==> src/hw/rtl/rusa_pkg.sv <==
package rusa_pkg;

  localparam int COUNT_W   = 16;
  localparam int AREA_W    = 26;
  localparam int X_IN_W    = 16;
  localparam int Y_IN_W    = 11;
  localparam int WIDTH_O_W = 11;

  localparam logic [COUNT_W-1:0] COUNT_MAX = {COUNT_W{1'b1}};
  localparam logic [AREA_W-1:0]  AREA_MAX  = {AREA_W{1'b1}};

  localparam logic OP_OPEN  = 1'b0;
  localparam logic OP_CLOSE = 1'b1;

  typedef enum logic [3:0] {
    ST_CLEAR,
    ST_IDLE,
    ST_MUL,
    ST_ADD,
    ST_TOP,
    ST_ENTER_RD,
    ST_FIN_RD,
    ST_FINAL,
    ST_RD_LC,
    ST_RD_RC,
    ST_DONE
  } state_t;

  // Where a stack frame stands in the walk of its node.
  typedef enum logic [1:0] {
    PH_ENTER,
    PH_RIGHT,
    PH_FIN
  } phase_t;

  typedef struct packed {
    logic   load;
    logic   mul;
    logic   add;
    logic   push_root;
    logic   rd_self;
    logic   rd_lc;
    logic   rd_rc;
    logic   cnt_apply;
    logic   cnt_keep;
    logic   set_phase;
    phase_t phase;
    logic   push_left;
    logic   push_right;
    logic   take_wl;
    logic   write_node;
    logic   pop;
    logic   clr_write;
    logic   out_load;
  } dp_cmd_t;

  typedef struct packed {
    logic   empty_iv;
    phase_t phase;
    logic   full_cover;
    logic   span_gt1;
    logic   lo_lt_mid;
    logic   hi_gt_mid;
    logic   cnt_nz;
    logic   last_frame;
    logic   clear_last;
    logic   out_busy;
  } dp_stat_t;

endpackage

==> src/hw/rtl/rusa_ctrl.sv <==
module rusa_ctrl (
  input  logic               clk,
  input  logic               rst,
  input  logic               in_valid,
  output logic               in_ready,
  input  rusa_pkg::dp_stat_t stat,
  output rusa_pkg::dp_cmd_t  cmd
);

  rusa_pkg::state_t state;
  rusa_pkg::state_t state_next;

  always_ff @(posedge clk) begin
    if (rst) begin
      state <= rusa_pkg::ST_CLEAR;
    end else begin
      state <= state_next;
    end
  end

  always_comb begin
    state_next = state;
    cmd        = '0;
    in_ready   = 1'b0;
    case (state)
      rusa_pkg::ST_CLEAR: begin
        cmd.clr_write = 1'b1;
        if (stat.clear_last) begin
          state_next = rusa_pkg::ST_IDLE;
        end
      end
      rusa_pkg::ST_IDLE: begin
        in_ready = 1'b1;
        if (in_valid) begin
          cmd.load   = 1'b1;
          state_next = rusa_pkg::ST_MUL;
        end
      end
      rusa_pkg::ST_MUL: begin
        if (stat.empty_iv) begin
          state_next = rusa_pkg::ST_DONE;
        end else begin
          cmd.mul    = 1'b1;
          state_next = rusa_pkg::ST_ADD;
        end
      end
      rusa_pkg::ST_ADD: begin
        cmd.add       = 1'b1;
        cmd.push_root = 1'b1;
        state_next    = rusa_pkg::ST_TOP;
      end
      rusa_pkg::ST_TOP: begin
        case (stat.phase)
          rusa_pkg::PH_ENTER: begin
            cmd.rd_self = 1'b1;
            state_next  = rusa_pkg::ST_ENTER_RD;
          end
          rusa_pkg::PH_RIGHT: begin
            cmd.set_phase  = 1'b1;
            cmd.phase      = rusa_pkg::PH_FIN;
            cmd.push_right = stat.hi_gt_mid;
          end
          default: begin
            cmd.rd_self = 1'b1;
            state_next  = rusa_pkg::ST_FIN_RD;
          end
        endcase
      end
      rusa_pkg::ST_ENTER_RD: begin
        if (stat.full_cover) begin
          cmd.cnt_apply = 1'b1;
          state_next    = rusa_pkg::ST_FINAL;
        end else if (stat.span_gt1) begin
          cmd.set_phase = 1'b1;
          cmd.phase     = rusa_pkg::PH_RIGHT;
          cmd.push_left = stat.lo_lt_mid;
          state_next    = rusa_pkg::ST_TOP;
        end else begin
          cmd.cnt_keep = 1'b1;
          state_next   = rusa_pkg::ST_FINAL;
        end
      end
      rusa_pkg::ST_FIN_RD: begin
        cmd.cnt_keep = 1'b1;
        state_next   = rusa_pkg::ST_FINAL;
      end
      rusa_pkg::ST_FINAL: begin
        if (stat.cnt_nz || !stat.span_gt1) begin
          cmd.write_node = 1'b1;
          cmd.pop        = 1'b1;
          state_next     = stat.last_frame ? rusa_pkg::ST_DONE : rusa_pkg::ST_TOP;
        end else begin
          cmd.rd_lc  = 1'b1;
          state_next = rusa_pkg::ST_RD_LC;
        end
      end
      rusa_pkg::ST_RD_LC: begin
        cmd.take_wl = 1'b1;
        cmd.rd_rc   = 1'b1;
        state_next  = rusa_pkg::ST_RD_RC;
      end
      rusa_pkg::ST_RD_RC: begin
        cmd.write_node = 1'b1;
        cmd.pop        = 1'b1;
        state_next     = stat.last_frame ? rusa_pkg::ST_DONE : rusa_pkg::ST_TOP;
      end
      rusa_pkg::ST_DONE: begin
        if (!stat.out_busy) begin
          cmd.out_load = 1'b1;
          state_next   = rusa_pkg::ST_IDLE;
        end
      end
      default: begin
        state_next = rusa_pkg::ST_IDLE;
      end
    endcase
  end

endmodule

==> config.mk <==
export PLATFORM = sky130hd
export DESIGN_NAME = rusa_ctrl
export DESIGN_NICKNAME = d
export VERILOG_FILES = /design/src/hw/rtl/rusa_pkg.sv /design/src/hw/rtl/rusa_ctrl.sv
export SDC_FILE = /design/constraint.sdc
export NUM_CORES = 1
export LEC_CHECK = 0
export ABC_AREA = 1
export BUFFER_PORTS_ARGS = -buffer_cell sky130_fd_sc_hd__buf_4
export CORE_UTILIZATION = 37
export DETAILED_ROUTE_END_ITERATION = 6
export PLACE_DENSITY = 0.73
export SETUP_SLACK_MARGIN = 0.05
export SLEW_MARGIN = 20
export SYNTH_ARGS = -nofsm -noshare
export SYNTH_HDL_FRONTEND = slang
export SYNTH_SLANG_ARGS = --single-unit
==> constraint.sdc <==
create_clock -name clk -period 1.15 [get_ports clk]
set_clock_uncertainty 0.05 [all_clocks]
set_input_delay 0.23 -clock clk [delete_from_list [all_inputs] [get_ports clk]]
set_output_delay 0.23 -clock clk [all_outputs]
set_load 0.01 [all_outputs]
[Word level (Yosys, flattened, before mapping)]
Cells that the tools add are included.
Storage, ports and cells
  memory bits (writable): 0
  word-level logic and storage cells: 58
  bits of input ports: 14
  output and inout port bits: 20
  register bits: 4
  latch bits: 0
  memories: 0
  memory bits (read-only): 0
Cells by class
  eq/ne operators: 15
  $add $sub $neg: 0
  $mul: 0
  reduce and logical (&&, ||, !) cells: 5
  bitwise gates (word level): 0
  mux-type cells: 37
  div/mod/pow operators: 0
  shift-type cells: 0
  $lt $le $gt $ge: 0
Operators with widths (number)
  $pmux W4 S11: 1
  $mux W4: 8
  $mux W1: 19
  $eq A4 B3 Y1 const B: 4
  $eq A4 B4 Y1 const B: 3
  $eq A4 B2 Y1 const B: 2
  $ne A2 B2 Y1 const B: 4
  $pmux W4 S2: 1
  $mux W2: 3
  $pmux W3 S2: 1
  $mux W5: 1
  $eq A4 B1 Y1 const B: 1
  $logic_not A4 Y1: 1
  $pmux W2 S2: 1
  $reduce_and A4 Y1: 1
  $mux W3: 1
  $eq A2 B1 Y1 const B: 1
  $logic_not A2 Y1: 1
  $pmux W1 S2: 1
  $logic_not A1 Y1: 1
  $logic_or A1 B1 Y1: 1

[Logic depth before layout (Yosys ltp)]
  depth after elaboration: 4
  gate-level depth with buffers: 9

[Worst setup path before layout]
OpenSTA, ideal clock, no wires.
  path type: register -> output
  start point: register state[0]
  end point: output port cmd[10] in the netlist's numbering
  arrival time: 1053 ps
  setup slack: -183 ps
  required time: 870 ps
  stages on the path, launching flop included: 5
  cell sequence: dfxtp_1 -> inv_2 -> nor2_2 -> nand2_4 -> o31ai_1
RTL lines
  from (decl): RTL line rusa_ctrl.sv:10  | rusa_pkg::state_t state;
  from (signal assigned): RTL line rusa_ctrl.sv:15  | state <= rusa_pkg::ST_CLEAR;
  from (signal assigned): RTL line rusa_ctrl.sv:17  | state <= state_next;
  to (decl): RTL line rusa_ctrl.sv:7  | output rusa_pkg::dp_cmd_t cmd

==> flow_metrics.env <==
export IMPL_status="finished with violations"
export IMPL_violations="setup timing"
export IMPL_core_area_mm2=0.00135
export IMPL_clockBufferDepth=2
export IMPL_tightest_slew_ns=0.281
export IMPL_root_buffer="clkbuf_4"
export IMPL_final_antenna_net_count=0
export IMPL_p_leak_nw=0.625
export IMPL_fill_cells=96
export IMPL_cp_data_arrival_time_ns=1.24
export IMPL_setup_violations_final=24
export IMPL_max_freq_ghz=0.659
export IMPL_die_area_mm2=0.00165
export IMPL_grt_antenna_before_repair=0
export IMPL_fp_row_count=13
export IMPL_muxShareOfSynthArea_pct=0
export IMPL_min_period_ns=1.52
export IMPL_top_layer="met4"
export IMPL_hold_path_class="input port to register"
export IMPL_fin_setup_tns_ns=-6.34
export IMPL_avgSynthCellArea_um2=5.17
export IMPL_synth_compound_area_share_pct=7.69
export IMPL_drive_gt1_share_pct=58.8
export IMPL_final_nets=169
export IMPL_syn_instance_count=107
export IMPL_critical_path_startpoint="state[2]"
export IMPL_fin_crit_sh_pct=132
export IMPL_fin_ws_ns=-0.368
export IMPL_crit_path_start_kind="register"
export IMPL_path_class="register to primary output"
export IMPL_worstReg2RegStart="state[0]"
export IMPL_viasPerCell=4.76
export IMPL_wl_met1_um=696
export IMPL_grt_total_usage_pct=24.2
export IMPL_vias=800
export IMPL_drt_wl_total_mm=1.81
export IMPL_hold_viol_final=0
export IMPL_syn2layout_area_growth_pct=96.6
export IMPL_ys_warn_count=0
export IMPL_synthAdderAreaFrac_pct=0
export IMPL_io_buffers=33
export IMPL_num_antenna_cells=0
export IMPL_met2_length_um=937
export IMPL_grt_overflow_total=0
export IMPL_grt_max_degree=8
export IMPL_ir_drop_v=0.00139
export IMPL_reg_top3="state x4"
export IMPL_post_place_ws_ns=-0.147
export IMPL_syn_area_um2=553
export IMPL_rsz0062_at_grt="true"
export IMPL_grt_pass1_vias=652
export IMPL_ys_seq_area_share_pct=14.5
export IMPL_fp_dieH_um=40.7
export IMPL_met3_length_um=149
export IMPL_cts_max_level=1
export IMPL_crit_path_end_kind="primary output"
export IMPL_gp_congestion=0.769
export IMPL_insertion_delay_ns=0.24
export IMPL_dp_hpwl_mm=1.35
export IMPL_die_width_um=40.7
export IMPL_cap_viol_max_count=0
export IMPL_place_area_um2=923
export IMPL_synth_cell_type_count=21
export IMPL_syn_num_nets=121
export IMPL_synth_simple_area_share_pct=58.8
export IMPL_crit_path_max_fanout=7
export IMPL_synth_ff_latch_count=4
export IMPL_firstDrtPassIters=6
export IMPL_hold_start="rst"
export IMPL_synth_top_family_by_area="simple AND/OR/NAND/NOR gates"
export IMPL_cts_sinks=4
export IMPL_power_density_mw_per_mm2=1540
export IMPL_synth_xor_area_share_pct=0
export IMPL_largest_reg_flops=4
export IMPL_io_pins=34
export IMPL_holdBufCountCts=0
export IMPL_path_clk_slew_ns=0.04
export IMPL_drv_slew=0
export IMPL_cp_required_ns=0.87
export IMPL_grt_pass1_wl_mm=2.62
export IMPL_numCtsBuffers=3
export IMPL_holdWs_ns=0.112
export IMPL_slew_limit_headroom_pct=81.2
export IMPL_design_area_mm2=0.00109
export IMPL_wl_per_cell_um=10.8
export IMPL_regMostFlops="state"
export IMPL_drt_iter0_drc=10
export IMPL_post_route_drc_count=0
export IMPL_cts_tree="done"
export IMPL_start_util_pct=41.0
final timing paths:
path	endpoint	slack, ns	cells after the start
max	cmd[10]	-0.37	5
min	state[1]	0.11	2
max reg2reg	state[1]	-0.28	10
min reg2reg	state[0]	0.53	2
cell usage after synthesis, drive strengths merged:
cell   number  area share, %
nor3        1           0.90
nand2      34             25
nand4       1            1.1
nor4        1            1.1
o31ai       1            1.4
nor2       26             22
nand3       7            7.2
dfxtp       4             14
inv        22             15
o21ai       4            3.6
a21oi       1            1.6
buf         3            4.1
nor3b       1            1.4
a31oi       1            1.1
final cells by class:
type                    count  area, um^2  share of cell area [%]
clock buffers               3        22.5                    2.07
inverters                  22        92.6                    8.52
multi-input cells          78         487                    44.8
flip-flops and latches      4        95.1                    8.75
well taps                  15        18.8                    1.73
repair buffers             46         372                    34.2
worst max-delay path, cell delays in order (launching register included):
cell and delay (ns):
dfxtp_4 0.40, inv_4 0.06, nor2_4 0.12, nand2_4 0.10, o31ai_4 0.19, buf_6 0.13
power by group:
part	total (mW)	internal (mW)	switching [mW]
logic	1.18	0.546	0.635
registers	0.314	0.201	0.113
clock network	0.175	0.117	0.0580
total	1.67	0.864	0.806
cells in the final DEF, fill, tap and decap left out:
| cell | n |
|---|---|
| a21oi_2 | 1 |
| a31oi_1 | 1 |
| buf_4 | 39 |
| buf_6 | 7 |
| clkbuf_4 | 3 |
| dfxtp_4 | 4 |
| inv_1 | 14 |
| inv_2 | 5 |
| inv_4 | 2 |
| inv_6 | 1 |
| nand2_1 | 27 |
| nand2_2 | 3 |
| nand2_4 | 4 |
| nand3_1 | 5 |
| nand3_2 | 2 |
| nand4_1 | 1 |
| nor2_1 | 11 |
| nor2_2 | 7 |
| nor2_4 | 8 |
| nor3_2 | 1 |
| nor3b_4 | 1 |
| nor4_1 | 1 |
| o21ai_0 | 2 |
| o21ai_1 | 1 |
| o21ai_2 | 1 |
| o31ai_4 | 1 |
layer usage:
layer	vias to the layer above	track usage, %
li1	417	-
met1	340	27.8
met2	39	40.5
met3	4	8.15
met4	0	10.0
met5	-	0
cells by family (layout without fill, tap and decap cells):
| logic type | count (synthesis) | after routing |
|---|---|---|
| and+or+nand+nor | 71 | 71 |
| AOI/OAI and AO/OA | 7 | 7 |
| buffers and inverters | 25 | 71 |
| DFF | 4 | 4 |
what timing repair did:
| action | CTS | global route |
|---|---|---|
| endpoints found under the hold margin | 0 | 0 |
| endpoints found under the setup margin | 24 | 24 |
| pin swaps | 5 | 4 |
| buffers inserted | 5 | 2 |
| resized for setup | 11 | 12 |
per-stage QoR:
| step | total power [mW] | util [%] | instances |
|---|---|---|---|
| floorplan | 0.895 | - | 107 |
| global placement | 1.23 | 68.4 | 158 |
| detailed placement | 1.24 | 68.4 | 158 |
| CTS | 1.54 | 76.4 | 166 |
| global route | 1.81 | 80.5 | 168 |
| finish | 1.67 | 80.5 | 168 |
Note: power is estimated with default switching activity, not from simulation.
